`src/hdl/tiaq_pkg.sv`:
```
// Shared types and defaults for the task ID allocator and round-robin queue.
package tiaq_pkg;

  // Default sizes
  localparam int IdCountDef    = 256;
  localparam int QueueSlotsDef = 64;

  // Command codes carried by the opcode field
  typedef enum logic [1:0] {
    OP_SPAWN = 2'd0,
    OP_ENQ   = 2'd1,
    OP_NEXT  = 2'd2,
    OP_KILL  = 2'd3
  } op_e;

  // Source of the result ID
  typedef enum logic [1:0] {
    RES_ZERO   = 2'd0,
    RES_FRESH  = 2'd1,
    RES_CHK_ID = 2'd2,
    RES_SLOT   = 2'd3
  } res_sel_e;

  // Controller to datapath
  typedef struct packed {
    logic     clear;        // write zero at the slot pointer and advance
    logic     load;         // capture the command word, set up the scan
    logic     fresh_spawn;  // hand out the fresh counter value
    logic     issue;        // issue one table read and advance the pointer
    logic     slot_wr_id;   // write the captured ID into the checked slot
    logic     slot_wr_zero; // empty the checked slot
    logic     alive_set;    // mark the checked ID alive
    logic     alive_clr;    // mark the captured ID dead
    logic     pos_upd;      // scan position takes the checked slot
    logic     finish;       // present the result word
    logic     ok;           // accepted flag of the result word
    res_sel_e res_sel;
  } dp_cmd_t;

  // Datapath to controller
  typedef struct packed {
    logic clear_last;  // clearing pass is at the final slot
    logic fresh_avail; // fresh counter below the ID limit
    logic chk_vld;     // read data of one entry is present
    logic chk_last;    // that entry is the last of the scan
    logic slot_zero;   // checked slot is empty
    logic slot_match;  // checked slot holds the captured ID
    logic alive_bit;   // alive bit of the checked ID
  } dp_sts_t;

endpackage

```
`src/hdl/task_id_allocator_round_robin_queue.sv`:
```
// Top level of the task ID allocator with round-robin slot queue.
//
// Command channel: a word (opcode_i, task_id_i) is taken at a rising edge
// where start is high and busy is low. Opcodes: spawn, enqueue, next, kill.
// Result channel: done_o marks result_id_o and accepted_o for exactly one
// cycle; the receiver cannot stall, so every result is taken when shown.
// One word is worked on at a time; busy is low again in the done cycle, so
// the next word can be taken at the edge that takes the result.
// Work done from the accepting edge to the done cycle:
//   spawn from the fresh counter: no scan, result registered at that edge
//   spawn after the counter is used up: scan of the alive bits of IDs 1 up
//   to ID_COUNT - 1; enqueue, next and kill: scan of up to QUEUE_SLOTS slots
// The scans walk one table entry per cycle through the single read port of
// the slot table or of the alive bit memory.
// Reset: the fresh counter returns to 1 and the scan position to slot 0;
// a clearing pass then empties the slot table, one slot per cycle, during
// which busy is high and no word is taken.
module task_id_allocator_round_robin_queue #(
  parameter int ID_COUNT    = tiaq_pkg::IdCountDef,
  parameter int QUEUE_SLOTS = tiaq_pkg::QueueSlotsDef
) (
  input  logic       clk_i,
  input  logic       rst_ni,
  input  logic       start,
  output logic       busy,
  input  logic [1:0] opcode_i,
  input  logic [7:0] task_id_i,
  output logic       done_o,
  output logic [7:0] result_id_o,
  output logic       accepted_o
);
  import tiaq_pkg::*;

  dp_cmd_t cmd;
  dp_sts_t sts;
  op_e     op;

  assign op = op_e'(opcode_i);

  tiaq_ctrl u_ctrl (
    .clk_i    (clk_i),
    .rst_ni   (rst_ni),
    .start_i  (start),
    .opcode_i (op),
    .sts_i    (sts),
    .cmd_o    (cmd),
    .busy_o   (busy)
  );

  tiaq_dp #(
    .IdCount    (ID_COUNT),
    .QueueSlots (QUEUE_SLOTS)
  ) u_dp (
    .clk_i       (clk_i),
    .rst_ni      (rst_ni),
    .cmd_i       (cmd),
    .opcode_i    (op),
    .task_id_i   (task_id_i),
    .sts_o       (sts),
    .done_o      (done_o),
    .result_id_o (result_id_o),
    .accepted_o  (accepted_o)
  );

endmodule

```
`src/hdl/tiaq_dp.sv`:
```
// Datapath: fresh counter, alive bit memory, slot table memory and scan pointers.
module tiaq_dp #(
  parameter int IdCount    = 256,
  parameter int QueueSlots = 64
) (
  input  logic              clk_i,
  input  logic              rst_ni,
  input  tiaq_pkg::dp_cmd_t cmd_i,
  input  tiaq_pkg::op_e     opcode_i,
  input  logic [7:0]        task_id_i,
  output tiaq_pkg::dp_sts_t sts_o,
  output logic              done_o,
  output logic [7:0]        result_id_o,
  output logic              accepted_o
);
  import tiaq_pkg::*;

  localparam int IdW     = $clog2(IdCount);
  localparam int FreshW  = $clog2(IdCount + 1);
  localparam int SlotW   = $clog2(QueueSlots);
  localparam int ScanMax = (QueueSlots > IdCount - 1) ? QueueSlots : IdCount - 1;
  localparam int LeftW   = $clog2(ScanMax + 1);

  // Control registers
  logic [FreshW-1:0] fresh_q, fresh_d;
  logic [SlotW-1:0]  pos_q, pos_d;
  logic [SlotW-1:0]  slot_ptr_q, slot_ptr_d;
  logic [IdW-1:0]    id_ptr_q, id_ptr_d;
  logic [LeftW-1:0]  left_q, left_d;
  op_e               op_q, op_d;
  logic              chk_vld_q, chk_vld_d;
  logic              done_q;

  // Payload registers
  logic [7:0]        id_q;
  logic              chk_last_q;
  logic [SlotW-1:0]  chk_slot_q;
  logic [IdW-1:0]    chk_id_q;
  logic [7:0]        slot_rd_q;
  logic              alive_rd_q;
  logic [7:0]        result_q;
  logic              acc_q;

  // Memories
  logic [7:0] slot_mem [QueueSlots];
  logic       alive_mem [IdCount];

  logic             do_issue;
  logic [SlotW-1:0] slot_ptr_inc;
  logic [SlotW-1:0] pos_inc;
  logic             kill_in_range;
  logic             slot_we;
  logic [SlotW-1:0] slot_wa;
  logic [7:0]       slot_wd;
  logic             alive_we;
  logic [IdW-1:0]   alive_wa;
  logic             alive_wd;

  assign do_issue      = cmd_i.issue && (left_q != '0);
  assign slot_ptr_inc  = (slot_ptr_q == SlotW'(QueueSlots - 1)) ? '0 : slot_ptr_q + 1'b1;
  assign pos_inc       = (pos_q == SlotW'(QueueSlots - 1)) ? '0 : pos_q + 1'b1;
  assign kill_in_range = (32'(id_q) < IdCount);

  // Next state of the scan control
  always_comb begin
    fresh_d    = fresh_q;
    pos_d      = pos_q;
    slot_ptr_d = slot_ptr_q;
    id_ptr_d   = id_ptr_q;
    left_d     = left_q;
    op_d       = op_q;
    chk_vld_d  = do_issue;
    if (cmd_i.load) begin
      op_d       = opcode_i;
      left_d     = (opcode_i == OP_SPAWN) ? LeftW'(IdCount - 1) : LeftW'(QueueSlots);
      id_ptr_d   = IdW'(1);
      slot_ptr_d = (opcode_i == OP_NEXT) ? pos_inc : '0;
      chk_vld_d  = 1'b0;
    end else if (do_issue) begin
      left_d = left_q - 1'b1;
      if (op_q == OP_SPAWN) begin
        id_ptr_d = id_ptr_q + 1'b1;
      end else begin
        slot_ptr_d = slot_ptr_inc;
      end
    end
    if (cmd_i.clear) begin
      slot_ptr_d = slot_ptr_inc;
    end
    if (cmd_i.fresh_spawn) begin
      fresh_d = fresh_q + 1'b1;
    end
    if (cmd_i.pos_upd) begin
      pos_d = chk_slot_q;
    end
  end

  always_ff @(posedge clk_i or negedge rst_ni) begin
    if (!rst_ni) begin
      fresh_q    <= FreshW'(1);
      pos_q      <= '0;
      slot_ptr_q <= '0;
      id_ptr_q   <= '0;
      left_q     <= '0;
      op_q       <= OP_SPAWN;
      chk_vld_q  <= 1'b0;
      done_q     <= 1'b0;
    end else begin
      fresh_q    <= fresh_d;
      pos_q      <= pos_d;
      slot_ptr_q <= slot_ptr_d;
      id_ptr_q   <= id_ptr_d;
      left_q     <= left_d;
      op_q       <= op_d;
      chk_vld_q  <= chk_vld_d;
      done_q     <= cmd_i.finish;
    end
  end

  // Command word capture, read tags and result word
  always_ff @(posedge clk_i) begin
    if (cmd_i.load) begin
      id_q <= task_id_i;
    end
    if (do_issue) begin
      chk_last_q <= (left_q == LeftW'(1));
      chk_slot_q <= slot_ptr_q;
      chk_id_q   <= id_ptr_q;
    end
    if (cmd_i.finish) begin
      acc_q <= cmd_i.ok;
      case (cmd_i.res_sel)
        RES_FRESH:  result_q <= 8'(fresh_q);
        RES_CHK_ID: result_q <= 8'(chk_id_q);
        RES_SLOT:   result_q <= slot_rd_q;
        default:    result_q <= '0;
      endcase
    end
  end

  // Write port selection
  assign slot_we  = cmd_i.clear | cmd_i.slot_wr_id | cmd_i.slot_wr_zero;
  assign slot_wa  = cmd_i.clear ? slot_ptr_q : chk_slot_q;
  assign slot_wd  = cmd_i.slot_wr_id ? id_q : '0;
  assign alive_we = cmd_i.fresh_spawn | cmd_i.alive_set | (cmd_i.alive_clr & kill_in_range);
  assign alive_wa = cmd_i.fresh_spawn ? IdW'(fresh_q) :
                    cmd_i.alive_set   ? chk_id_q : IdW'(id_q);
  assign alive_wd = cmd_i.fresh_spawn | cmd_i.alive_set;

  // Slot table: one write, one registered read
  always_ff @(posedge clk_i) begin
    if (slot_we) begin
      slot_mem[slot_wa] <= slot_wd;
    end
    if (do_issue) begin
      slot_rd_q <= slot_mem[slot_ptr_q];
    end
  end

  // Alive bits: one write, one registered read
  always_ff @(posedge clk_i) begin
    if (alive_we) begin
      alive_mem[alive_wa] <= alive_wd;
    end
    if (do_issue) begin
      alive_rd_q <= alive_mem[id_ptr_q];
    end
  end

  // Status back to the controller
  assign sts_o.clear_last  = (slot_ptr_q == SlotW'(QueueSlots - 1));
  assign sts_o.fresh_avail = (fresh_q < FreshW'(IdCount));
  assign sts_o.chk_vld     = chk_vld_q;
  assign sts_o.chk_last    = chk_last_q;
  assign sts_o.slot_zero   = (slot_rd_q == '0);
  assign sts_o.slot_match  = (slot_rd_q == id_q);
  assign sts_o.alive_bit   = alive_rd_q;

  assign done_o      = done_q;
  assign result_id_o = result_q;
  assign accepted_o  = acc_q;

endmodule

```
`src/hdl/tiaq_ctrl.sv`:
```
// Controller: sequences the clearing pass and the table scans of each command.
module tiaq_ctrl (
  input  logic              clk_i,
  input  logic              rst_ni,
  input  logic              start_i,
  input  tiaq_pkg::op_e     opcode_i,
  input  tiaq_pkg::dp_sts_t sts_i,
  output tiaq_pkg::dp_cmd_t cmd_o,
  output logic              busy_o
);
  import tiaq_pkg::*;

  typedef enum logic [5:0] {
    S_CLEAR = 6'b000001,
    S_IDLE  = 6'b000010,
    S_SPAWN = 6'b000100,
    S_ENQ   = 6'b001000,
    S_NEXT  = 6'b010000,
    S_KILL  = 6'b100000
  } state_e;

  state_e state_q, state_d;

  always_ff @(posedge clk_i or negedge rst_ni) begin
    if (!rst_ni) begin
      state_q <= S_CLEAR;
    end else begin
      state_q <= state_d;
    end
  end

  // Next state and datapath commands
  always_comb begin
    state_d = state_q;
    cmd_o   = '0;
    unique case (state_q)
      S_CLEAR: begin
        cmd_o.clear = 1'b1;
        if (sts_i.clear_last) begin
          state_d = S_IDLE;
        end
      end
      S_IDLE: begin
        if (start_i) begin
          cmd_o.load = 1'b1;
          unique case (opcode_i)
            OP_SPAWN: begin
              if (sts_i.fresh_avail) begin
                cmd_o.fresh_spawn = 1'b1;
                cmd_o.finish      = 1'b1;
                cmd_o.ok          = 1'b1;
                cmd_o.res_sel     = RES_FRESH;
              end else begin
                state_d = S_SPAWN;
              end
            end
            OP_ENQ:  state_d = S_ENQ;
            OP_NEXT: state_d = S_NEXT;
            default: state_d = S_KILL;
          endcase
        end
      end
      S_SPAWN: begin
        // lowest dead ID from 1 upward
        cmd_o.issue = 1'b1;
        if (sts_i.chk_vld) begin
          if (!sts_i.alive_bit) begin
            cmd_o.alive_set = 1'b1;
            cmd_o.finish    = 1'b1;
            cmd_o.ok        = 1'b1;
            cmd_o.res_sel   = RES_CHK_ID;
            state_d         = S_IDLE;
          end else if (sts_i.chk_last) begin
            cmd_o.finish = 1'b1;
            state_d      = S_IDLE;
          end
        end
      end
      S_ENQ: begin
        // first empty slot takes the ID
        cmd_o.issue = 1'b1;
        if (sts_i.chk_vld) begin
          if (sts_i.slot_zero) begin
            cmd_o.slot_wr_id = 1'b1;
            cmd_o.finish     = 1'b1;
            cmd_o.ok         = 1'b1;
            state_d          = S_IDLE;
          end else if (sts_i.chk_last) begin
            cmd_o.finish = 1'b1;
            state_d      = S_IDLE;
          end
        end
      end
      S_NEXT: begin
        // slots after the position, the start slot read last
        cmd_o.issue = 1'b1;
        if (sts_i.chk_vld && (sts_i.chk_last || !sts_i.slot_zero)) begin
          cmd_o.pos_upd = 1'b1;
          cmd_o.finish  = 1'b1;
          cmd_o.res_sel = RES_SLOT;
          state_d       = S_IDLE;
        end
      end
      S_KILL: begin
        // empty every slot holding the ID, then drop its alive bit
        cmd_o.issue = 1'b1;
        if (sts_i.chk_vld && sts_i.slot_match) begin
          cmd_o.slot_wr_zero = 1'b1;
        end
        if (sts_i.chk_vld && sts_i.chk_last) begin
          cmd_o.alive_clr = 1'b1;
          cmd_o.finish    = 1'b1;
          state_d         = S_IDLE;
        end
      end
      default: state_d = S_IDLE;
    endcase
  end

  assign busy_o = (state_q != S_IDLE);

endmodule
```
`config.mk`:
```
export PLATFORM = sky130hd
export DESIGN_NAME = task_id_allocator_round_robin_queue
export DESIGN_NICKNAME = d
export VERILOG_FILES = /design/src/hdl/tiaq_pkg.sv /design/src/hdl/task_id_allocator_round_robin_queue.sv /design/src/hdl/tiaq_dp.sv /design/src/hdl/tiaq_ctrl.sv
export SDC_FILE = /design/constraint.sdc
export NUM_CORES = 1
export LEC_CHECK = 0
export BUFFER_PORTS_ARGS = -buffer_cell sky130_fd_sc_hd__buf_2
export CAP_MARGIN = 20
export CORE_MARGIN = 2
export CORE_UTILIZATION = 27
export DETAILED_ROUTE_END_ITERATION = 12
export HOLD_SLACK_MARGIN = 0.08
export MAX_ROUTING_LAYER = met4
export PLACE_DENSITY_LB_ADDON = 0.12
export SETUP_SLACK_MARGIN = 0.5
export SLEW_MARGIN = 20
export SYNTH_ARGS = -nofsm -noshare
export SYNTH_HDL_FRONTEND = slang
export SYNTH_SLANG_ARGS = --single-unit
export TNS_END_PERCENT = 20
```
`constraint.sdc`:
```
create_clock -name clk_i -period 6.8 [get_ports clk_i]
set_clock_uncertainty 0.15 [all_clocks]
set_input_delay 0.68 -clock clk_i [delete_from_list [all_inputs] [get_ports clk_i]]
set_output_delay 0.68 -clock clk_i [all_outputs]
set_load 0.005 [all_outputs]
```
Word level (Yosys, flattened, before mapping)
Memory sizes are Yosys's and may differ from the RTL's. A register that Yosys moved wholly into a read port is not among the register bits.
Index checks and enable logic that the tools add are counted.
{ "totals": {"memories": 2, "ramBits": 768, "wordCells": 133, "ff_bits": 79} }
{ "mem_list": {"columns": ["name", "words", "word_bits", "read_ports", "rd_ports_with_merged_regs", "write_ports", "line_no", "source"], "rows": [
  ["u_dp.slot_mem", 64, 8, 1, 1, 1, "tiaq_dp.sv:45", "logic [7:0] slot_mem [QueueSlots];"],
  ["u_dp.alive_mem", 256, 1, 1, 1, 1, "tiaq_dp.sv:46", "logic alive_mem [IdCount];"]
]} }
{ "classes": {"muxes": 65, "reduce_logical": 17, "n_lt_le_gt_ge": 1, "bitwise": 4, "add_sub_neg": 5, "n_eq_ne": 24} }
{ "op_table": {"columns": ["cell", "count"], "rows": [
  ["$mux W6", 18],
  ["$mux W8", 9],
  ["$pmux W6 S6", 1],
  ["$pmux W8 S3", 1],
  ["$mux W1", 23],
  ["$eq A6 B6 Y1 const B", 3],
  ["$pmux W6 S3", 1],
  ["$mux W4", 4],
  ["$add A6 B1 Y6 const B", 2],
  ["$add A9 B1 Y9 const B", 1],
  ["$lt A9 B9 Y1 const B", 1],
  ["$add A8 B1 Y8 const B", 1],
  ["$eq A8 B1 Y1 const B", 1],
  ["$eq A8 B8 Y1", 1],
  ["$logic_not A8 Y1", 1],
  ["$mux W2", 4],
  ["$ne A2 B1 Y1 const B", 4],
  ["$reduce_bool A8 Y1", 1],
  ["$sub A8 B1 Y8 const B", 1],
  ["$reduce_and A7 Y1", 1],
  ["$eq A2 B2 Y1 const B", 3],
  ["$eq A6 B1 Y1 const B", 1],
  ["$eq A6 B2 Y1 const B", 1],
  ["$eq A6 B3 Y1 const B", 1],
  ["other kinds (20)", 31]
]} }

Depth between registers and ports, before layout
Gate-level depths: netlist of the first run.
{ "depth": {"depth_word": 9, "depth_mapped": 11, "depth_no_buf": 8} }

Cells and area by module
From an unflattened synthesis of the first run, not the netlist that was laid out.
{ "unflattened": {"hier_cells": 2011, "area_unflattened_um2": 35462.8} }
{ "modules_own_cells": {"columns": ["module", "instances", "cells_per_inst", "seq_area_each_um2", "area_per_inst_um2"], "rows": [
  ["tiaq_dp", 1, 1940, 25320.5, 34904.7],
  ["tiaq_ctrl", 1, 71, 151.4, 558.0]
]} }

Worst setup path after synthesis of the first run
OpenSTA, ideal clock, no wires.
{ "synth_timing": {"kind": "reg-to-reg", "from": "reg u_ctrl.state_q[5]", "to": "mem u_dp.alive_mem[248], enable pin", "path_stages_with_launch": 11, "arrival_time_ps": 6510, "setup_time_ps": 326, "slack_ps": -186, "t_required_ps": 6324, "n_path_buf": 4, "cell_sequence": "dfrtp_1 buf_6 nor4_2 and3_1 clkbuf_1 nand2b_1 nor2_1 or4_1 buf_2 buf_6 nor4_1"} }
{ "synth_between": {"elab_chain_len": 6, "elab_cells_between_ends": 12, "cone_classes": "3 x eq/ne; 7 x mux; 2 x bitwise"} }
{ "synth_lines": {"columns": ["item", "line_no", "source"], "rows": [
  ["from (decl)", "tiaq_ctrl.sv:22", "state_e state_q, state_d;"],
  ["from (signal assigned)", "tiaq_ctrl.sv:28", "state_q <= state_d;"],
  ["$eq A6 B2 Y1 or $eq A6 B3 Y1 (tied branches)", "tiaq_ctrl.sv:36", "unique case (state_q)"],
  ["$mux W2 or $mux W1 (tied branches)", "tiaq_ctrl.sv:36", null],
  ["$or A1 B1 Y1 *", null, null],
  ["named net u_dp.alive_wd", "tiaq_dp.sv:57", "logic alive_wd;"],
  ["$or A1 B1 Y1 *", "tiaq_dp.sv:145", "assign alive_we = cmd_i.fresh_spawn | cmd_i.alive_set | (cmd_i.alive_clr & kill_in_range);"],
  ["$mux W1 *", "tiaq_dp.sv:162", "if (alive_we) begin"],
  ["$mux W1 (not written as such) *", "tiaq_dp.sv:163", "alive_mem[alive_wa] <= alive_wd;"],
  ["to (decl)", "tiaq_dp.sv:46", null]
]} }
The timed path passes the listed nets; every way through them passes the cells marked *.

Worst setup path in the final report of the first run
{ "layout_timing": {"from": "reg u_ctrl.state_q[3]", "to": "mem u_dp.slot_mem[9][0], enable pin"} }
{ "layout_between": {"elab_chain_len": 6, "elab_cells_between_ends": 11, "cone_classes": "3 x eq/ne; 6 x mux; 2 x bitwise"} }
{ "layout_lines": {"columns": ["item", "line_no", "source"], "rows": [
  ["$eq A6 B1 Y1 or $eq A6 B4 Y1 (tied branches)", "tiaq_ctrl.sv:36", null],
  ["$mux W1", "tiaq_ctrl.sv:36", null],
  ["$or A1 B1 Y1 (2 in a row)", "tiaq_dp.sv:142", "assign slot_we = cmd_i.clear | cmd_i.slot_wr_id | cmd_i.slot_wr_zero;"],
  ["$mux W1", "tiaq_dp.sv:152", "if (slot_we) begin"],
  ["$mux W1 (not written as such)", "tiaq_dp.sv:153", "slot_mem[slot_wa] <= slot_wd;"],
  ["to (decl)", "tiaq_dp.sv:45", null]
]} }
Parallel ways exist; a longest one is shown, timed or not.

==> results of run 1 <==
[metrics by stage]
stage	instance area (um2)	std cells	power (mW)
after floorplan	35510	2023	8.299
after global placement	37640	3706	9.247
after detailed placement	37650	3707	9.262
after CTS	41050	3899	14.68
after global routing	41070	3900	15.08
final	41070	3900	14.44
[worst max-delay path: stages, from the launching register on]
cell and delay [ns]:
dfrtp_1 0.53, nor4_2 0.63, nand3b_1 0.80, o22ai_1 0.60, nand2_1 0.60, nor2_1 0.90
[power groups by stage]
stage | Sequential, mW | Clock (mW) | Combinational (mW)
global route | 6.43 | 5.72 | 2.94
finish | 6.38 | 5.35 | 2.71
CTS | 6.39 | 5.51 | 2.78
detailed placement | 6.50 | 0 | 2.76
floorplan | 6.20 | 0 | 2.10
global placement | 6.50 | 0 | 2.75
[cell type report]
class / count / share of cell area
clock buffers: 120 / 0.06273
clock inverters: 60 / 0.01721
inverters: 15 / 0.001371
multi-input cells: 1020 / 0.2303
flip-flops and latches: 856 / 0.6206
well taps: 1755 / 0.05347
repair buffers: 74 / 0.01426
[placed cells by master (no fill, tap or decap), types with 8 or more instances in the layout]
| master | n |
|---|---|
| nand3b_1 | 12 |
| and3_1 | 10 |
| dlygate4sd3_1 | 12 |
| o21ai_0 | 27 |
| or4_1 | 9 |
| nand4_1 | 27 |
| and2_2 | 8 |
| mux4_2 | 214 |
| clkinv_1 | 18 |
| a21oi_1 | 21 |
| edfxtp_1 | 809 |
| a221o_1 | 8 |
| bufinv_16 | 11 |
| buf_4 | 33 |
| inv_1 | 13 |
| mux2_2 | 19 |
| xnor2_1 | 21 |
| a211oi_1 | 12 |
| nor2_1 | 339 |
| dfrtp_1 | 39 |
| mux2i_1 | 38 |
| clkbuf_1 | 19 |
| nand3_1 | 17 |
| clkinv_2 | 19 |
| clkbuf_16 | 99 |
| xor2_1 | 12 |
| nand2_1 | 64 |
| o31ai_1 | 14 |
| nor2b_1 | 9 |
| nor3_1 | 9 |
| buf_2 | 23 |
[layer usage]
layer	track usage	vias to the layer above
met4	0.03466	0
met3	0.02334	104
met5	-	-
met2	0.2280	421
met1	0.2071	10030
li1	-	8118
[synthesized netlist by cell type, types with 5 or more instances]
master    number  area [um2]
a211oi_1      12       90.09
a21oi_1       21       105.1
a221o_1        8       80.08
a221oi_1       7       61.31
a22o_1         5       43.79
a22oi_1        6       45.04
a31oi_1        7       43.79
and2_1        15       93.84
and3_1        10       62.56
buf_1         15       56.30
buf_2         15       75.07
clkbuf_1      99       371.6
dfrtp_1       45        1126
edfxtp_1     809       24290
ha_1           7       87.58
inv_1         13       48.80
mux2_2        19       214.0
mux2i_1       38       380.4
mux4_2       214        4820
nand2_1       64       240.2
nand3_1       17       85.08
nand3b_1      12       90.09
nand4_1       27       168.9
nor2_1       339        1272
nor2b_1        9       56.30
nor3_1         9       45.04
nor3b_1        6       45.04
nor4_1         7       43.79
nor4_2         5       62.56
nor4b_1        6       52.55
o21ai_0       27       135.1
o22ai_1        6       37.54
o31ai_1       14       105.1
or2_2          7       43.79
or4_1          9       67.56
xnor2_1       21       183.9
xor2_1        12       105.1
[logic make-up after synthesis]
kind of cell / Yosys count / synth area share
xor+xnor: 33 / 0.008140
simple gates: 566 / 0.07414
flops: 856 / 0.7174
mux: 271 / 0.1525
buf+inv: 147 / 0.01670
fa+ha+maj: 7 / 0.002467
compound gates: 143 / 0.02865
[final timing paths]
check | startpoint | to | slack, ns
max | u_ctrl.state_q[3]$_DFFE_PN0P_ | u_dp.slot_mem[9][0]$_DFFE_PP_ | 2.17
min | start | u_ctrl.state_q[1]$_DFFE_PN0P_ | 0.34
max reg2reg | u_ctrl.state_q[3]$_DFFE_PN0P_ | u_dp.slot_mem[9][0]$_DFFE_PP_ | 2.17
min reg2reg | u_dp.op_q[0]$_DFFE_PN0P_ | u_dp.op_q[0]$_DFFE_PN0P_ | 0.35
max in group asynchronous | rst_ni | u_dp.id_ptr_q[0]$_DFFE_PN0P_ | 5.49
min in group asynchronous | rst_ni | u_dp.left_q[5]$_DFFE_PN0P_ | 0.47
[state kept, by name (all words and copies together), names as in the netlist, 2 cells and up]
register          cells
u_ctrl.state_q        6
u_dp.alive_mem      256
u_dp.id_ptr_q         8
u_dp.slot_ptr_q       6
u_dp.pos_q            6
u_dp.id_q             8
u_dp.slot_rd_q        8
u_dp.fresh_q          9
u_dp.left_q           8
u_dp.slot_mem       512
u_dp.chk_id_q         8
u_dp.result_id_o      8
u_dp.op_q             2
u_dp.chk_slot_q       6
==> results.cfg, run 1 <==
[setup_path]
crit_fanout = 23
r2r_cells = 5
worst_ep_required_time_ns = 6.96
worstSetupPathType = reg -> reg
arrival_ns = 4.79
cp-end-kind = register
critPathLaunchType = register

[timing]
slew_violations = 0
setup_viol_count_final = 0
timing.final.crit_share = 0.6805
layout_setup_ws_ns = 2.173
hold_viol_final = 0
worstMarginPinSlew_ns = 1.033
finalSetupTns_ns = 0
min_period_ns = 4.627
rsz0062_at_grt = false
whs_ns = 0.3360
clock.fmax_mhz = 216.1
timing.max_slew.rel_slack = 0.3089

[yosys]
synthFlopType = edfxtp_1
syn_area_per_cell_um2 = 17.55
yosys_register_bits = 856
synthDistinctLibCells = 70
synth_edf_count = 809
ys.warnings.count = 0
syn_area_um2 = 35510
syn_inst = 2023
async_flop_share = 0.05491
ys_seq_area_frac = 0.7174
synth_nets = 2043

[pwr]
comb_power_share = 0.188
sequentialPowerShare = 0.442
swShare = 0.2929
power.share.clock = 0.370
irDropWorstVdd_uv = 197.2
power_leakage_nw = 13.41
internal_power_mw = 10.21
switchingPower_mw = 4.231
powerDensity_nw_per_um2 = 351.7

[clock_tree]
cts_resized = 0
cts-root-buf = clkbuf_16
cts_tree = done
cts_buffers = 98
cts_setup_buffers = 0
holdBufCountCts = 12
clk_pin_slew_ns = 0.06
cts_sinks = 856
clkLatencyLatePin_ns = 0.70
htreeDepth = 3
cts.path.max_buffers = 3

[detailed_routing]
wl_met3_um = 4103
dr.first_iter.drc_count = 1370
ant_nets = 0
drt-met1-wl_um = 45730
drt_wl_total_um = 97030
routed.top_layer = met4
dr.pass1.iters = 7
drc = 0
via_count = 18670
wire_per_inst_um = 24.88
wl_met2_um = 45690
avgViaCountPerCell = 4.788

[grt]
grt_pass1_wl_um = 142100
antenna_found_initial = 2
grt_pass1_vias = 19240
grtUsageTotal = 0.1486
grt_max_degree = 109
grt-ovfl-total = 0

[floorplanning]
ios = 24
dieArea_um2 = 134400
core_area_um2 = 131000
die_h_um = 366.6
row_count = 133
start_util = 0.2711
die_x_um = 366.6

[layout]
area_growth_pct = 15.66
n_antenna_cell = 0
multiInputGateArea_um2 = 9458
postLayoutCoreUtil = 0.3136
fillers = 12710
final_nets = 2085
area.sequential_um2 = 25490
drive_gt1_frac = 0.2238

[place]
hpwl_um = 59300
place_ws_ns = 2.191
gp_congestion = 0.8004
portBuffers = 23

[run]
drv_cap = 0

[hold_path]
holdCritPathClass = in -> reg
whs_path_depth = 4

[status]
status = complete, no violations
(Power assumes the default switching activity.)
==> run 2, diff against run 1 <==
==> constraint.sdc (replaced) <==
create_clock -name clk_i -period 4.3 [get_ports clk_i]
set_clock_uncertainty 0.15 [all_clocks]
set_input_delay 0.43 -clock clk_i [delete_from_list [all_inputs] [get_ports clk_i]]
set_output_delay 0.43 -clock clk_i [all_outputs]
set_load 0.005 [all_outputs]
==> run 2 against run 1 <==
  * Register-to-register slack got worse by 1.7 ns
  * Sequential share of layout area shrank 1.1 points
  * Via count rose by 2.0%
  * Cell count up 2.4%
  * First-iteration DRC count grew 9.7%
  * Non-clock buffer count rose by 91
  * Power is 58% higher
  * Worst setup slack worse by 1.7 ns
  * Largest power group unchanged
  * Highest routed layer unchanged
==> results.cfg, run 2 (same netlist as run 1, synthesis figures left out) <==
[timing]
whs_ns = 0.2507
slew_violations = 0
layout_setup_ws_ns = 0.4825
worstMarginPinSlew_ns = 0.9563
finalSetupTns_ns = 0
rsz0062_at_grt = true
min_period_ns = 3.818
setup_viol_count_final = 0
timing.max_slew.rel_slack = 0.3460
clock.fmax_mhz = 261.9
timing.final.crit_share = 0.8878
hold_viol_final = 0

[layout]
final_common_cell = edfxtp_1
final_nets = 2178
area_growth_pct = 17.82
layout_common_cells = edfxtp_1, nor2_1, mux4_2
top_regs = u_dp.slot_mem (512), u_dp.alive_mem (256), u_dp.fresh_q (9)
finalNonFillerCells = 3995
drive_gt1_frac = 0.2609
largest_reg_flops = 512
top_register = u_dp.slot_mem

[pwr]
comb_power_share = 0.196
irDropWorstVdd_uv = 340.7
sequentialPowerShare = 0.447
internal_power_mw = 16.04
switchingPower_mw = 6.739
power_leakage_nw = 13.85
powerDensity_nw_per_um2 = 544.5
total_power_mw = 22.78
swShare = 0.2959
power.share.clock = 0.358

[detailed_routing]
drt_wl_total_um = 98510
dr.pass1.iters = 7
avgViaCountPerCell = 4.767
drc = 0
wire_per_inst_um = 24.66
ant_nets = 0
via_count = 19040
dr.first_iter.drc_count = 1503

[status]
status = complete, no violations

[place]
dp.cells = 3798
gp_congestion = 0.7853
portBuffers = 23
place_ws_ns = 0.4217
hpwl_um = 60600

[floorplanning]
start_util = 0.2711
core_area_um2 = 131000
die_h_um = 366.6
row_count = 133
dieArea_um2 = 134400
ios = 24
die_x_um = 366.6

[grt]
grtUsageTotal = 0.1507
grt-ovfl-total = 0
grt_pass1_wl_um = 143100
grt_max_degree = 258
antenna_found_initial = 2
grt_pass1_vias = 19710

[run]
drv_cap = 0

[setup_path]
crit_fanout = 14
worst_ep_required_time_ns = 4.50
critPathLaunchType = register
arrival_ns = 4.02
cp-end-kind = register
worstSetupPathType = reg -> reg

[clock_tree]
cts.path.max_buffers = 3
htreeDepth = 3
cts_setup_buffers = 0
clkLatencyLatePin_ns = 0.71
clk_pin_slew_ns = 0.06
cts_sinks = 856
cts_buffers = 100
cts-root-buf = clkbuf_16
cts_tree = done

[hold_path]
holdCritPathClass = in -> async
==> run 2: changes by cell type in the layout (fill, tap and decap cells not counted), sizes merged <==
| cell | before | now |
|---|---|---|
| buf | 62 | 153 |
| bufinv | 11 | 6 |
| clkbuf | 120 | 121 |
| clkinv | 42 | 50 |
| clkinvlp | 4 | 2 |
| diode | 0 | 2 |
==> run 2: critical path, stage by stage (launching register included) <==
cell and delay [ns]:
dfrtp_1 0.54, nor3b_1 0.42, nand4_1 0.16, o31a_1 0.35, o22ai_1 0.34, nand2_1 0.54
buf_4 0.34, nor2_1 0.61
==> run 2: worst paths after layout <==
kind | to | slack (ns) | cells after the start | startpoint
worst min register to register | u_dp.op_q[0]$_DFFE_PN0P_ | 0.35 | 2 | u_dp.op_q[0]$_DFFE_PN0P_
worst max-delay path | u_dp.slot_mem[10][1]$_DFFE_PP_ | 0.48 | 7 | u_ctrl.state_q[2]$_DFFE_PN0P_
worst max register to register | u_dp.slot_mem[10][1]$_DFFE_PP_ | 0.48 | 7 | u_ctrl.state_q[2]$_DFFE_PN0P_
min in group clk_i | u_dp.id_q[0]$_DFFE_PP_ | 0.29 | 2 | task_id_i[0]
max in group asynchronous | u_dp.id_ptr_q[0]$_DFFE_PN0P_ | 3.22 | 3 | rst_ni
worst min-delay path | u_dp.op_q[0]$_DFFE_PN0P_ | 0.25 | 3 | rst_ni
==> run 2: through the flow <==
| step | utilization | instance area (um2) |
|---|---|---|
| finish | 0.3194 | 41830 |
| global route | 0.3194 | 41830 |
| CTS | 0.3190 | 41780 |
| detailed placement | 0.2940 | 38500 |
| global placement | 0.2940 | 38500 |
| floorplan | - | 35660 |
==> run 2: routing by layer <==
metal  up-vias  wire, um  global-route usage
li1       8322         -                   -
met1     10160     46000              0.2082
met2       437     46340              0.2326
met3       123      4219             0.02263
met4         0      1950             0.03917
met5         -         0                   -
==> run 2: power groups by stage <==
stage / sequential, mW / combinational [mW] / clock (mW)
after CTS: 10.2 / 4.56 / 8.43
after global placement: 10.4 / 4.50 / 0
after detailed placement: 10.4 / 4.54 / 0
after floorplan: 9.80 / 3.36 / 0
final: 10.2 / 4.46 / 8.15
after global routing: 10.2 / 4.81 / 8.72
==> run 2: cell type report <==
type	count	area (um2)
fill	12670	89130
clock buffer	121	2603
tap	1755	2196
timing repair buffer	165	1356
clock inverter	61	551.8
antenna	2	5.005
multi-input combinational	1020	9578
sequential	856	25490
inverter	15	56.30
==> run 2: timing repair <==
action	CTS	global route
setup endpoints to repair	107	221
hold buffers	12	0
gates resized for setup	3	6
hold endpoints to repair	63	0
==> run 3, diff against run 2 <==
--- a/config.mk
+++ b/config.mk
@@ -5,6 +5,7 @@
 export SDC_FILE = /design/constraint.sdc
 export NUM_CORES = 1
 export LEC_CHECK = 0
+export ABC_AREA = 1
 export BUFFER_PORTS_ARGS = -buffer_cell sky130_fd_sc_hd__buf_2
 export CAP_MARGIN = 20
 export CORE_MARGIN = 2
==> run 3 against run 2 <==
  * Via count rose by 32%
  * Sequential share of layout area fell by 1.8 points
  * Clock power rose by 0.9%
  * Critical path depth rose by 2
  * Clock-buffer cell count rose by 10
  * Power rose by 7.9%
  * Synthesized cell count rose by 66%
  * Register-to-register slack improved by 0.38 ns
  * Cell count rose by 32%
  * First-iteration DRC count rose by 34%
  * Fmax rose by 11%
  * Non-clock buffer count fell by 8
  * Highest routed layer unchanged
==> results.cfg, run 3 <==
[hold_path]
min_to = u_dp.id_q[3]$_DFFE_PP_
min_from = task_id_i[3]
holdCritPathClass = in -> reg
whs_path_depth = 2

[pwr]
irDropWorstVdd_uv = 387.8
power_leakage_nw = 13.33
powerDensity_nw_per_um2 = 570.6

[yosys]
yosys-top-cells-count = edfxtp_1, nor2_1, nand2_1
synth_nets = 3376
async_flop_share = 0.05491
yosysMostFrequentCell = edfxtp_1
yosys.area.top_type = edfxtp_1
ys.warnings.count = 0
syn_area_per_cell_um2 = 11.10
synthFlopType = edfxtp_1
synth_top_area_share = 0.6519
syn_inst = 3356
ys_seq_area_frac = 0.6835
synthDistinctLibCells = 49
synth_edf_count = 809
synthTopCellsByArea = edfxtp_1, nor2_1, nand2_1
syn_area_um2 = 37270
yosys_register_bits = 856

[layout]
top_regs = u_dp.slot_mem (512), u_dp.alive_mem (256), u_dp.fresh_q (9)
postLayoutCoreUtil = 0.3141
top_register = u_dp.slot_mem
layout_common_cells = edfxtp_1, nor2_1, nand2_1
largest_reg_flops = 512
final_common_cell = edfxtp_1
area_growth_pct = 15.61
final_nets = 3439
drive_gt1_frac = 0.1127
n_antenna_cell = 0

[floorplanning]
start_util = 0.2717
dieArea_um2 = 141000
die_x_um = 375.5
row_count = 136
ios = 24
die_h_um = 375.5
core_area_um2 = 137200

[place]
portBuffers = 23
place_ws_ns = 0.4476
gp_congestion = 0.7962
hpwl_um = 68320

[setup_path]
rr_startpoint = u_ctrl.state_q[0]$_DFFE_PN1P_
cp-end-kind = register
arrival_ns = 3.69
slowest_delay_ns = 0.55
rr_endpoint = u_dp.slot_mem[17][5]$_DFFE_PP_
r2r_slack_ns = 0.87
cp_common_cell = nor2_1
cp_cell_sequence = inv_1, nor2_1, nand3_2, o21ai_0, inv_1, nor2_1, nand3_1, nor2_1, buf_4
worst_ep_required_time_ns = 4.55
r2r_cells = 9
slowest_stage = dfstp_2
cp_num_buf_inv = 3
critPathLaunchType = register
crit_family = simple AND/OR/NAND/NOR gates
worstSetupPathType = reg -> reg
critical_path_depth = 9
crit_fanout = 15

[detailed_routing]
via_count = 25050
dr.pass1.iters = 5
ant_nets = 0
wire_per_inst_um = 21.89
drc = 0
dr.first_iter.drc_count = 2021
avgViaCountPerCell = 4.736
drt_wl_total_um = 115800

[timing]
rsz0062_at_grt = false
hold_viol_final = 0
layout_setup_ws_ns = 0.8665
timing.final.crit_share = 0.7985
clock.fmax_mhz = 291.2
finalSetupTns_ns = 0
worstMarginPinSlew_ns = 0.9867
setup_viol_count_final = 0
min_period_ns = 3.434
slew_violations = 0
timing.max_slew.rel_slack = 0.3422

[clock_tree]
htreeDepth = 3
cts_sinks = 856
cts_setup_buffers = 0
cts_buffers = 98
cts-root-buf = clkbuf_16
clk_pin_slew_ns = 0.06
cts.path.max_buffers = 3
cts_tree = done
clkLatencyLatePin_ns = 0.70

[grt]
grt_pass1_vias = 24570
grt-ovfl-total = 0
grt_max_degree = 117
grt_pass1_wl_um = 171700
grtUsageTotal = 0.1680
antenna_found_initial = 3

[status]
status = complete, no violations

[run]
drv_cap = 0
## run 3: metal layers
layer	share of wire	wire length (um)	track usage
met4	0.018	2028	0.04152
met1	0.49	56770	0.2408
met2	0.45	51970	0.2528
met3	0.044	5050	0.01999
met5	0	0	-
## run 3: cell families after synthesis
kind of cell,Yosys count,share of synthesized area
AOI/OAI and AO/OA,562,0.08659
and+or+nand+nor,1556,0.1800
buffers and inverters,352,0.04214
DFF,856,0.6835
adders and majority gates,7,0.002350
xor gates and xnor gates,23,0.005406
## run 3: worst max path at each step
stage	to	start	slack [ns]
5_1_grt	u_dp.slot_mem[33][4]$_DFFE_PP_	u_ctrl.state_q[0]$_DFFE_PN1P_	0.61
4_1_cts	u_dp.slot_mem[9][3]$_DFFE_PP_	u_ctrl.state_q[0]$_DFFE_PN1P_	0.45
6_report	u_dp.slot_mem[17][5]$_DFFE_PP_	u_ctrl.state_q[0]$_DFFE_PN1P_	0.87
2_1_floorplan	u_dp.alive_mem[0]$_DFFE_PP_	u_ctrl.state_q[0]$_DFFE_PN1P_	0.50
3_5_place_dp	u_dp.slot_mem[57][6]$_DFFE_PP_	u_ctrl.state_q[0]$_DFFE_PN1P_	0.45
3_3_place_gp	u_dp.slot_mem[57][5]$_DFFE_PP_	u_ctrl.state_q[0]$_DFFE_PN1P_	0.46
## run 3: where the power goes
part	internal [mW]	switching [mW]	total, mW	leakage (nW)
clock	4.79	3.43	8.22	1.50
combinational	1.64	4.89	6.53	5.47
sequential	9.35	0.476	9.83	6.37
total	15.8	8.80	24.6	13.3
## run 3: layout make-up
cell class	instances	area, um2
Clock inverter	46	430.4
Tap cell	1794	2245
Clock buffer	131	2659
Multi-Input combinational cell	2148	10300
Sequential cell	856	25490
Timing Repair Buffer	157	1346
Fill cell	14150	94070
Inverter	158	610.6
## run 3: worst register-to-register path, delay by kind of cell, from the launching register on
kind / cells / cell delay [ns]
AND/OR/NAND/NOR: 5 / 1.64
AO/OA/AOI/OAI: 1 / 0.39
flip-flops: 1 / 0.55
buffers and inverters: 3 / 0.42
## run 3: what timing repair did
item,4_1_cts,5_1_grt
resized for setup,1,3
hold endpoints to repair,43,0
hold buffers,12,0
endpoints found under the setup margin,16,113
## run 3: through the flow
stage               power [mW]  hold WS [ns]  cells  cell area, um2
detailed placement       16.68        0.3184   5100           39840
CTS                      25.00        0.2482   5289           43050
global placement         16.72        0.3126   5100           39840
finish                   24.58        0.3012   5290           43080
floorplan                13.80      -0.01559   3356           37270
global route             25.87        0.2911   5290           43080
